**config.mk**
```make
export PLATFORM = sky130hd
export DESIGN_NAME = infix_expression_evaluator_core
export DESIGN_NICKNAME = d
export VERILOG_FILES = /design/src/rtl/core/ife_pkg.sv /design/src/rtl/core/ife_front.sv /design/src/rtl/core/ife_fifo.sv /design/src/rtl/core/ife_div.sv /design/src/rtl/core/ife_back.sv /design/src/rtl/core/infix_expression_evaluator_core.sv
export SDC_FILE = /design/constraint.sdc
export NUM_CORES = 2
export LEC_CHECK = 0
export BUFFER_PORTS_ARGS = -buffer_cell sky130_fd_sc_hd__clkbuf_2
export CAP_MARGIN = 20
export CORE_MARGIN = 8
export CORE_UTILIZATION = 40
export DETAILED_ROUTE_END_ITERATION = 10
export PLACE_DENSITY_LB_ADDON = 0.12
export SLEW_MARGIN = 0
export SYNTH_ARGS = -nofsm -noshare
export SYNTH_HDL_FRONTEND = slang
export SYNTH_SLANG_ARGS = --single-unit
```
**constraint.sdc**
```tcl
create_clock -name clk_i -period 16.9 [get_ports clk_i]
set_input_delay 0 -clock clk_i [delete_from_list [all_inputs] [get_ports clk_i]]
set_output_delay 0 -clock clk_i [all_outputs]
set_load 0.05 [all_outputs]
```
**src/rtl/core/ife_pkg.sv**
```systemverilog
// Shared types and constants of the infix expression evaluator.
`timescale 1ns / 1ps

package ife_pkg;

  localparam int unsigned VALUE_WIDTH_DEFAULT = 32;
  localparam int unsigned FIFO_DEPTH = 4;

  localparam logic [7:0] CHAR_PLUS  = 8'h2B;
  localparam logic [7:0] CHAR_MINUS = 8'h2D;
  localparam logic [7:0] CHAR_STAR  = 8'h2A;
  localparam logic [7:0] CHAR_SLASH = 8'h2F;
  localparam logic [7:0] CHAR_SPACE = 8'h20;
  localparam logic [7:0] CHAR_ZERO  = 8'h30;
  localparam logic [7:0] CHAR_NINE  = 8'h39;

  typedef enum logic [2:0] {
    CMD_DIGIT,
    CMD_SPACE,
    CMD_OTHER,
    CMD_ADD,
    CMD_SUB,
    CMD_MUL,
    CMD_DIV
  } cmd_e;

  typedef enum logic [1:0] {
    MOP_NONE,
    MOP_MUL,
    MOP_DIV
  } mop_e;

  typedef enum logic [2:0] {
    ST_IDLE,
    ST_CLOSE,
    ST_WAIT_DIV,
    ST_APPLY,
    ST_OUT
  } state_e;

  typedef struct packed {
    cmd_e       cmd;
    logic [3:0] digit;
    logic       last;
  } item_t;

endpackage

```
**src/rtl/core/ife_front.sv**
```systemverilog
// Front end: accepts characters, classifies them and pushes commands into the queue.
`timescale 1ns / 1ps

module ife_front (
  input  logic             [7:0] char_code_i,
  input  logic             last_i,
  input  logic             in_valid_i,
  output logic             in_stall_o,
  input  logic             full_i,
  output logic             push_o,
  output ife_pkg::item_t   item_o
);

  ife_pkg::cmd_e cmd;
  logic [7:0]    digit_full;

  always_comb begin
    digit_full = char_code_i - ife_pkg::CHAR_ZERO;
    if (char_code_i >= ife_pkg::CHAR_ZERO && char_code_i <= ife_pkg::CHAR_NINE) begin
      cmd = ife_pkg::CMD_DIGIT;
    end else if (char_code_i == ife_pkg::CHAR_SPACE) begin
      cmd = ife_pkg::CMD_SPACE;
    end else if (char_code_i == ife_pkg::CHAR_PLUS) begin
      cmd = ife_pkg::CMD_ADD;
    end else if (char_code_i == ife_pkg::CHAR_MINUS) begin
      cmd = ife_pkg::CMD_SUB;
    end else if (char_code_i == ife_pkg::CHAR_STAR) begin
      cmd = ife_pkg::CMD_MUL;
    end else if (char_code_i == ife_pkg::CHAR_SLASH) begin
      cmd = ife_pkg::CMD_DIV;
    end else begin
      cmd = ife_pkg::CMD_OTHER;
    end
  end

  assign in_stall_o   = full_i;
  assign item_o.cmd   = cmd;
  assign item_o.digit = digit_full[3:0];
  assign item_o.last  = last_i;
  // A space that does not end the expression changes nothing and is dropped here.
  assign push_o = in_valid_i && !full_i && (cmd != ife_pkg::CMD_SPACE || last_i);

endmodule

```
**src/rtl/core/ife_fifo.sv**
```systemverilog
// Short command queue between the front end and the back end.
`timescale 1ns / 1ps

module ife_fifo (
  input  logic           clk_i,
  input  logic           rst_ni,
  input  logic           push_i,
  input  ife_pkg::item_t item_i,
  input  logic           pop_i,
  output ife_pkg::item_t item_o,
  output logic           full_o,
  output logic           empty_o
);

  localparam int unsigned Depth = ife_pkg::FIFO_DEPTH;
  localparam int unsigned AW = (Depth > 1) ? $clog2(Depth) : 1;
  localparam int unsigned CW = $clog2(Depth + 1);

  ife_pkg::item_t mem_q [Depth];
  logic [AW-1:0]  wr_ptr_q, wr_ptr_d;
  logic [AW-1:0]  rd_ptr_q, rd_ptr_d;
  logic [CW-1:0]  count_q, count_d;
  logic           do_push, do_pop;

  assign full_o  = (count_q == CW'(Depth));
  assign empty_o = (count_q == '0);
  assign do_push = push_i && !full_o;
  assign do_pop  = pop_i && !empty_o;
  assign item_o  = mem_q[rd_ptr_q];

  always_comb begin
    wr_ptr_d = wr_ptr_q;
    rd_ptr_d = rd_ptr_q;
    count_d  = count_q;
    if (do_push) begin
      wr_ptr_d = (wr_ptr_q == AW'(Depth - 1)) ? '0 : wr_ptr_q + AW'(1);
    end
    if (do_pop) begin
      rd_ptr_d = (rd_ptr_q == AW'(Depth - 1)) ? '0 : rd_ptr_q + AW'(1);
    end
    if (do_push && !do_pop) begin
      count_d = count_q + CW'(1);
    end else if (do_pop && !do_push) begin
      count_d = count_q - CW'(1);
    end
  end

  always_ff @(posedge clk_i or negedge rst_ni) begin
    if (!rst_ni) begin
      wr_ptr_q <= '0;
      rd_ptr_q <= '0;
      count_q  <= '0;
    end else begin
      wr_ptr_q <= wr_ptr_d;
      rd_ptr_q <= rd_ptr_d;
      count_q  <= count_d;
    end
  end

  always_ff @(posedge clk_i) begin
    if (do_push) begin
      mem_q[wr_ptr_q] <= item_i;
    end
  end

endmodule

```
**src/rtl/core/ife_div.sv**
```systemverilog
// Iterative signed divider, one quotient bit per cycle, truncating toward zero.
`timescale 1ns / 1ps

module ife_div #(
  parameter int unsigned VALUE_WIDTH = ife_pkg::VALUE_WIDTH_DEFAULT
) (
  input  logic                   clk_i,
  input  logic                   rst_ni,
  input  logic                   start_i,
  input  logic [VALUE_WIDTH-1:0] num_i,
  input  logic [VALUE_WIDTH-1:0] den_i,
  output logic                   done_o,
  output logic [VALUE_WIDTH-1:0] quot_o
);

  localparam int unsigned W  = VALUE_WIDTH;
  localparam int unsigned CW = $clog2(W);

  logic          busy_q, busy_d;
  logic          done_q, done_d;
  logic [CW-1:0] cnt_q, cnt_d;
  logic [W-1:0]  rem_q, quo_q, den_q;
  logic          neg_q;
  logic [W:0]    rem_shift;
  logic [W:0]    trial;
  logic [W-1:0]  num_mag, den_mag;

  assign num_mag   = num_i[W-1] ? ({W{1'b0}} - num_i) : num_i;
  assign den_mag   = den_i[W-1] ? ({W{1'b0}} - den_i) : den_i;
  assign rem_shift = {rem_q, quo_q[W-1]};
  assign trial     = rem_shift - {1'b0, den_q};
  assign done_o    = done_q;
  assign quot_o    = neg_q ? ({W{1'b0}} - quo_q) : quo_q;

  always_comb begin
    busy_d = busy_q;
    cnt_d  = cnt_q;
    done_d = 1'b0;
    if (start_i) begin
      busy_d = 1'b1;
      cnt_d  = CW'(W - 1);
    end else if (busy_q) begin
      if (cnt_q == '0) begin
        busy_d = 1'b0;
        done_d = 1'b1;
      end else begin
        cnt_d = cnt_q - CW'(1);
      end
    end
  end

  always_ff @(posedge clk_i or negedge rst_ni) begin
    if (!rst_ni) begin
      busy_q <= 1'b0;
      done_q <= 1'b0;
      cnt_q  <= '0;
    end else begin
      busy_q <= busy_d;
      done_q <= done_d;
      cnt_q  <= cnt_d;
    end
  end

  always_ff @(posedge clk_i) begin
    if (start_i) begin
      rem_q <= '0;
      quo_q <= num_mag;
      den_q <= den_mag;
      neg_q <= num_i[W-1] ^ den_i[W-1];
    end else if (busy_q) begin
      if (!trial[W]) begin
        rem_q <= trial[W-1:0];
        quo_q <= {quo_q[W-2:0], 1'b1};
      end else begin
        rem_q <= rem_shift[W-1:0];
        quo_q <= {quo_q[W-2:0], 1'b0};
      end
    end
  end

endmodule

```
**src/rtl/core/ife_back.sv**
```systemverilog
// Back end: executes queued commands, folds operands and terms, drives the result.
`timescale 1ns / 1ps

module ife_back #(
  parameter int unsigned VALUE_WIDTH = ife_pkg::VALUE_WIDTH_DEFAULT
) (
  input  logic                          clk_i,
  input  logic                          rst_ni,
  input  logic                          empty_i,
  input  ife_pkg::item_t                item_i,
  output logic                          pop_o,
  output logic                          div_start_o,
  output logic [VALUE_WIDTH-1:0]        div_num_o,
  output logic [VALUE_WIDTH-1:0]        div_den_o,
  input  logic                          div_done_i,
  input  logic [VALUE_WIDTH-1:0]        div_quot_i,
  output logic signed [VALUE_WIDTH-1:0] value_o,
  output logic                          div_zero_o,
  output logic                          out_valid_o,
  input  logic                          out_stall_i
);

  localparam int unsigned W = VALUE_WIDTH;

  ife_pkg::state_e state_q, state_d;
  ife_pkg::cmd_e   cmd_q, cmd_d;
  ife_pkg::mop_e   mop_q, mop_d;
  logic            last_q, last_d;
  logic            fin_q, fin_d;
  logic [W-1:0]    sum_q, sum_d;
  logic [W-1:0]    term_q, term_d;
  logic [W-1:0]    cur_q, cur_d;
  logic            sign_q, sign_d;
  logic            in_num_q, in_num_d;
  logic            err_q, err_d;
  logic            out_valid_q, out_valid_d;
  logic            load_out;
  logic [W-1:0]    value_q;
  logic            div_zero_q;
  logic [W-1:0]    prod;
  logic [W-1:0]    digit_ext;
  logic [W-1:0]    cur_times_ten;

  assign prod          = term_q * cur_q;
  assign digit_ext     = W'(item_i.digit);
  assign cur_times_ten = (cur_q << 3) + (cur_q << 1);
  assign div_num_o     = term_q;
  assign div_den_o     = cur_q;
  assign value_o       = value_q;
  assign div_zero_o    = div_zero_q;
  assign out_valid_o   = out_valid_q;

  always_comb begin
    state_d     = state_q;
    cmd_d       = cmd_q;
    mop_d       = mop_q;
    last_d      = last_q;
    fin_d       = fin_q;
    sum_d       = sum_q;
    term_d      = term_q;
    cur_d       = cur_q;
    sign_d      = sign_q;
    in_num_d    = in_num_q;
    err_d       = err_q;
    pop_o       = 1'b0;
    div_start_o = 1'b0;
    load_out    = 1'b0;
    unique case (state_q)
      ife_pkg::ST_IDLE: begin
        if (!empty_i) begin
          pop_o  = 1'b1;
          cmd_d  = item_i.cmd;
          last_d = item_i.last;
          fin_d  = 1'b0;
          unique case (item_i.cmd)
            ife_pkg::CMD_DIGIT: begin
              cur_d    = in_num_q ? cur_times_ten + digit_ext : digit_ext;
              in_num_d = 1'b1;
              if (item_i.last) begin
                fin_d   = 1'b1;
                state_d = ife_pkg::ST_CLOSE;
              end
            end
            ife_pkg::CMD_SPACE, ife_pkg::CMD_OTHER: begin
              in_num_d = (item_i.cmd == ife_pkg::CMD_SPACE) ? in_num_q : 1'b0;
              if (item_i.last) begin
                fin_d   = 1'b1;
                state_d = ife_pkg::ST_CLOSE;
              end
            end
            ife_pkg::CMD_ADD, ife_pkg::CMD_SUB, ife_pkg::CMD_MUL, ife_pkg::CMD_DIV: begin
              state_d = ife_pkg::ST_CLOSE;
            end
            default: begin
              state_d = ife_pkg::ST_IDLE;
            end
          endcase
        end
      end
      ife_pkg::ST_CLOSE: begin
        cur_d    = '0;
        in_num_d = 1'b0;
        unique case (mop_q)
          ife_pkg::MOP_MUL: begin
            term_d  = prod;
            state_d = ife_pkg::ST_APPLY;
          end
          ife_pkg::MOP_DIV: begin
            if (cur_q == '0) begin
              err_d   = 1'b1;
              term_d  = '0;
              state_d = ife_pkg::ST_APPLY;
            end else begin
              div_start_o = 1'b1;
              state_d     = ife_pkg::ST_WAIT_DIV;
            end
          end
          default: begin
            term_d  = cur_q;
            state_d = ife_pkg::ST_APPLY;
          end
        endcase
      end
      ife_pkg::ST_WAIT_DIV: begin
        if (div_done_i) begin
          term_d  = div_quot_i;
          state_d = ife_pkg::ST_APPLY;
        end
      end
      ife_pkg::ST_APPLY: begin
        if (fin_q) begin
          sum_d   = sign_q ? sum_q - term_q : sum_q + term_q;
          term_d  = '0;
          mop_d   = ife_pkg::MOP_NONE;
          state_d = ife_pkg::ST_OUT;
        end else begin
          unique case (cmd_q)
            ife_pkg::CMD_ADD, ife_pkg::CMD_SUB: begin
              sum_d  = sign_q ? sum_q - term_q : sum_q + term_q;
              term_d = '0;
              mop_d  = ife_pkg::MOP_NONE;
              sign_d = (cmd_q == ife_pkg::CMD_SUB);
            end
            ife_pkg::CMD_MUL: begin
              mop_d = ife_pkg::MOP_MUL;
            end
            ife_pkg::CMD_DIV: begin
              mop_d = ife_pkg::MOP_DIV;
            end
            default: begin
              mop_d = mop_q;
            end
          endcase
          if (last_q) begin
            fin_d   = 1'b1;
            state_d = ife_pkg::ST_CLOSE;
          end else begin
            state_d = ife_pkg::ST_IDLE;
          end
        end
      end
      ife_pkg::ST_OUT: begin
        if (!out_valid_q || !out_stall_i) begin
          load_out = 1'b1;
          sum_d    = '0;
          term_d   = '0;
          cur_d    = '0;
          sign_d   = 1'b0;
          mop_d    = ife_pkg::MOP_NONE;
          in_num_d = 1'b0;
          err_d    = 1'b0;
          fin_d    = 1'b0;
          state_d  = ife_pkg::ST_IDLE;
        end
      end
      default: begin
        state_d = ife_pkg::ST_IDLE;
      end
    endcase
    out_valid_d = load_out || (out_valid_q && out_stall_i);
  end

  always_ff @(posedge clk_i or negedge rst_ni) begin
    if (!rst_ni) begin
      state_q     <= ife_pkg::ST_IDLE;
      cmd_q       <= ife_pkg::CMD_SPACE;
      mop_q       <= ife_pkg::MOP_NONE;
      last_q      <= 1'b0;
      fin_q       <= 1'b0;
      sum_q       <= '0;
      term_q      <= '0;
      cur_q       <= '0;
      sign_q      <= 1'b0;
      in_num_q    <= 1'b0;
      err_q       <= 1'b0;
      out_valid_q <= 1'b0;
    end else begin
      state_q     <= state_d;
      cmd_q       <= cmd_d;
      mop_q       <= mop_d;
      last_q      <= last_d;
      fin_q       <= fin_d;
      sum_q       <= sum_d;
      term_q      <= term_d;
      cur_q       <= cur_d;
      sign_q      <= sign_d;
      in_num_q    <= in_num_d;
      err_q       <= err_d;
      out_valid_q <= out_valid_d;
    end
  end

  always_ff @(posedge clk_i) begin
    if (load_out) begin
      value_q    <= err_q ? '0 : sum_q;
      div_zero_q <= err_q;
    end
  end

endmodule

```
**src/rtl/core/infix_expression_evaluator_core.sv**
```systemverilog
// Top level of the infix expression evaluator: front end, command queue, back end, divider.
// A beat is queued and then popped by the back end; there a digit, space or other character
// is handled in the idle state, an operator passes through close and apply, and also through
// the divider wait when it closes a division. The last beat adds the final close and apply and
// the output state, which loads the output register unless a valid result is still stalled.
// Reset is asynchronous and active low; it empties the queue and clears all evaluation state.
`timescale 1ns / 1ps

module infix_expression_evaluator_core #(
  parameter int unsigned VALUE_WIDTH = ife_pkg::VALUE_WIDTH_DEFAULT
) (
  input  logic                          clk_i,
  input  logic                          rst_ni,
  input  logic [7:0]                    char_code_i,
  input  logic                          last_i,
  input  logic                          in_valid_i,
  output logic                          in_stall_o,
  output logic signed [VALUE_WIDTH-1:0] value_o,
  output logic                          div_zero_o,
  output logic                          out_valid_o,
  input  logic                          out_stall_i
);

  ife_pkg::item_t         push_item;
  ife_pkg::item_t         pop_item;
  logic                   push;
  logic                   pop;
  logic                   full;
  logic                   empty;
  logic                   div_start;
  logic                   div_done;
  logic [VALUE_WIDTH-1:0] div_num;
  logic [VALUE_WIDTH-1:0] div_den;
  logic [VALUE_WIDTH-1:0] div_quot;

  ife_front u_front (
    .char_code_i (char_code_i),
    .last_i      (last_i),
    .in_valid_i  (in_valid_i),
    .in_stall_o  (in_stall_o),
    .full_i      (full),
    .push_o      (push),
    .item_o      (push_item)
  );

  ife_fifo u_fifo (
    .clk_i   (clk_i),
    .rst_ni  (rst_ni),
    .push_i  (push),
    .item_i  (push_item),
    .pop_i   (pop),
    .item_o  (pop_item),
    .full_o  (full),
    .empty_o (empty)
  );

  ife_div #(
    .VALUE_WIDTH (VALUE_WIDTH)
  ) u_div (
    .clk_i   (clk_i),
    .rst_ni  (rst_ni),
    .start_i (div_start),
    .num_i   (div_num),
    .den_i   (div_den),
    .done_o  (div_done),
    .quot_o  (div_quot)
  );

  ife_back #(
    .VALUE_WIDTH (VALUE_WIDTH)
  ) u_back (
    .clk_i       (clk_i),
    .rst_ni      (rst_ni),
    .empty_i     (empty),
    .item_i      (pop_item),
    .pop_o       (pop),
    .div_start_o (div_start),
    .div_num_o   (div_num),
    .div_den_o   (div_den),
    .div_done_i  (div_done),
    .div_quot_i  (div_quot),
    .value_o     (value_o),
    .div_zero_o  (div_zero_o),
    .out_valid_o (out_valid_o),
    .out_stall_i (out_stall_i)
  );

`ifndef SYNTHESIS
  a_pop_not_empty: assert property (@(posedge clk_i) disable iff (!rst_ni)
    pop |-> !empty)
    else $error("Back end popped an empty command queue.");

  a_div_zero_value: assert property (@(posedge clk_i) disable iff (!rst_ni)
    (out_valid_o && div_zero_o) |-> (value_o == '0))
    else $error("Division by zero reported with a nonzero value.");

  a_div_not_instant: assert property (@(posedge clk_i) disable iff (!rst_ni)
    div_start |=> (!div_done && !div_start))
    else $error("Divider finished or restarted right after a start.");
`endif

endmodule
```
==> flow_summary.toml <==
[outcome]
status = "completed"

[cells_and_area]
drive_gt1_share_pct = 5.79
fin_cells = 4886
mostFrequentLayoutCells = "inv_1, nand2_1, fa_1"
layout_commonest_cell = "inv_1"
area.growth.synth_to_final_pct = 8.41
layout.nets = 4382

[timing]
hold_viol = 0
rsz0062_at_grt = "no"
fin_skew_ps = 23.4
max_freq_mhz = 127
slew_headroom_pct = 32.4
setup_viol = 0
setup_tns_ps = 0
layout_setup_ws_ps = 9020
slew_viol_final = 0
fin_crit_ps = 7880
tightest_slew_ps = 1010
finalCritPeriodShare_pct = 46.6
hold_ws_ps = 203

[synth]
synth_cell_types = 79
synth_warnings = 0
synthCells = 3744
synthesis.nets = 4428
syn_area_mm2 = 0.0346
synthFlopType = "edfxtp_1"
yosys_register_bits = 286
synth_edf_count = 130
yosysSeqAreaShare_pct = 22.1
avgSynthCellArea_um2 = 9.24
synth-async-reset-ratio_pct = 43.4

[clock_network]
cts_buffers = 38
clkTransAtPathRegs_ps = 60
clk_path_buf_depth = 3
cts_max_level = 2
root_buffer = "clkbuf_16"
cts_tree = "yes"
clock_latency_ps = 590
cts_setup_buffers = 0
cts_sinks = 286

[die]
core_area_mm2 = 0.0862
pin_count = 48
die-area_mm2 = 0.0962
die_y_um = 310
start_util_pct = 40.1
fp.dieW_um = 310
rows = 108

[worst_setup_path]
crit_arrival_ps = 8350
worstSetupEndpointType = "flop"
worstPathMaxFanout = 24
critPathTopFamily = "adder cells"
path_common_cell = "fa_1"
path_buf_inv = 4
required_ps = 17360
critPathKind = "reg -> reg"
cpMaxStageDelayCell = "dfrtp_1"
crit_path_start_kind = "flop"
critPathMaxStageDelay_ps = 960

[pwr]
power_mw = 6.86
ir_drop_mv = 0.160
p_leak_nw = 17.4
cellPowerDensity_mw_per_mm2 = 183

[drt]
drc_errors = 0
drt_iter0_markers = 1726
postRouteAntennaNets = 0
drt-total-wl_um = 97400
vias = 25700
via_per_inst = 5.26
wl_per_cell_um = 19.9
first_pass_iters = 5

[job]
max_cap_violations = 0

[place]
dp_cells = 4797
gp_congestion = 0.848
place_ws_ps = 8880
io_buffers = 47
place_hpwl_um = 72200

[hold_path]
hold_path_class = "in -> reg"

[global_route]
grt_pass1_vias = 27000
grt.overflow.total = 0
grt_pass1_wl_um = 157000
grt_max_degree = 75
grt_usage_pct = 20.7
antenna_found_initial = 5
==> flip-flops by register name, indices dropped and copies added, names as in the netlist, 2 cells and up <==
signal,cells
u_back.sum_q,32
u_div.quo_q,32
u_back.value_o,32
u_back.cmd_q,3
u_fifo.wr_ptr_q,2
u_back.div_num_o,32
u_back.mop_q,2
u_div.cnt_q,5
u_back.div_den_o,32
u_back.state_q,3
u_div.den_q,32
u_fifo.mem_q,32
u_fifo.count_q,3
u_div.rem_q,32
u_fifo.rd_ptr_q,2
==> cells in the mapped netlist, drive strengths merged, types with 9 or more instances <==
cell / number / area (um^2)
inv: 458 / 1720
nand2: 418 / 1570
fa: 413 / 8270
and2: 317 / 1980
ha: 258 / 3230
xnor2: 200 / 1750
clkbuf: 197 / 741
o21ai: 192 / 961
nor2: 169 / 634
a21oi: 142 / 711
edfxtp: 130 / 3900
dfrtp: 123 / 3080
xor2: 86 / 761
nor2b: 61 / 382
a21o: 48 / 360
a22o: 46 / 403
nand2b: 43 / 269
nor3: 33 / 175
o31ai: 33 / 248
dfxtp: 32 / 641
mux2i: 31 / 310
a221oi: 26 / 228
or3: 26 / 178
o21a: 21 / 158
nand3: 17 / 85.1
o21bai: 17 / 128
or4: 17 / 135
buf: 14 / 61.3
a31oi: 13 / 81.3
nor4: 12 / 75.1
o211ai: 12 / 90.1
o41ai: 10 / 87.6
and3: 9 / 56.3
mux2: 9 / 101
nand4: 9 / 56.3
nor3b: 9 / 67.6
==> final timing paths <==
| path | start | to | slack, ps | depth (start not counted) |
|---|---|---|---|---|
| max | u_back.div_num_o[13] | u_back.div_num_o[30] | 9020 | 25 |
| max reg2reg | u_back.div_num_o[13] | u_back.div_num_o[30] | 9020 | 25 |
| min in group asynchronous | rst_ni | u_back.sum_q[28] | 470 | 3 |
| min | last_i | u_fifo.mem_q[3][0] | 200 | 2 |
| min reg2reg | u_back.sum_q[0] | u_back.sum_q[0] | 470 | 2 |
| max in group asynchronous | rst_ni | u_back.in_num_q | 14780 | 4 |
==> worst register-to-register path, delay by kind of cell (launching register included) <==
family | cells | cell delay, ps
adders and majority gates | 9 | 4130
buffers and inverters | 4 | 210
and+or+nand+nor | 1 | 280
xor gates and xnor gates | 1 | 160
DFF | 1 | 960
AOI/OAI and AO/OA | 10 | 2040
==> where the power goes <==
| group | internal, mW | switching [mW] |
|---|---|---|
| Combinational | 1.90 | 2.82 |
| Sequential | 0.959 | 0.308 |
| Clock | 0.507 | 0.366 |
==> per-stage QoR <==
step / utilization, % / area, um^2
after floorplan: - / 34600
after global placement: 41.7 / 36000
after detailed placement: 41.8 / 36000
after CTS: 43.4 / 37500
after global routing: 43.5 / 37500
final: 43.5 / 37500
==> final cells by class <==
class	instances	area [um^2]
Antenna cell	3	7.51
Clock buffer	45	997
Clock inverter	25	322
Fill cell	8578	48700
Inverter	458	1720
Multi-Input combinational cell	2789	24500
Sequential cell	286	7650
Tap cell	1155	1450
Timing Repair Buffer	125	911
==> layer usage <==
layer	global-route usage (%)	wire length, um	vias to the layer above
met2	34.7	46800	535
met3	3.01	4780	145
met5	0	27	-
met1	27.7	42400	12900
li1	-	-	12100
met4	6.43	3310	4
==> cells by family (layout without fill, tap and decap cells) <==
kind of cell / Yosys count / after routing / synth area share, %
AND/OR/NAND/NOR: 1164 / 1164 / 16.9
adder cells (fa/ha/maj): 671 / 671 / 33.2
buffers and inverters: 669 / 653 / 7.29
AO/OA/AOI/OAI: 620 / 620 / 11.5
XOR/XNOR: 286 / 286 / 7.26
flip-flops: 286 / 286 / 22.1
multiplexers: 48 / 48 / 1.71
other: 0 / 3 / 0
==> repair_timing <==
item / CTS / global route
hold endpoints to repair: 99 / 0
hold buffers: 14 / 0
setup endpoints to repair: 0 / 0
resized for setup: 0 / 0
No activity file was read; power rests on OpenSTA's default activity.
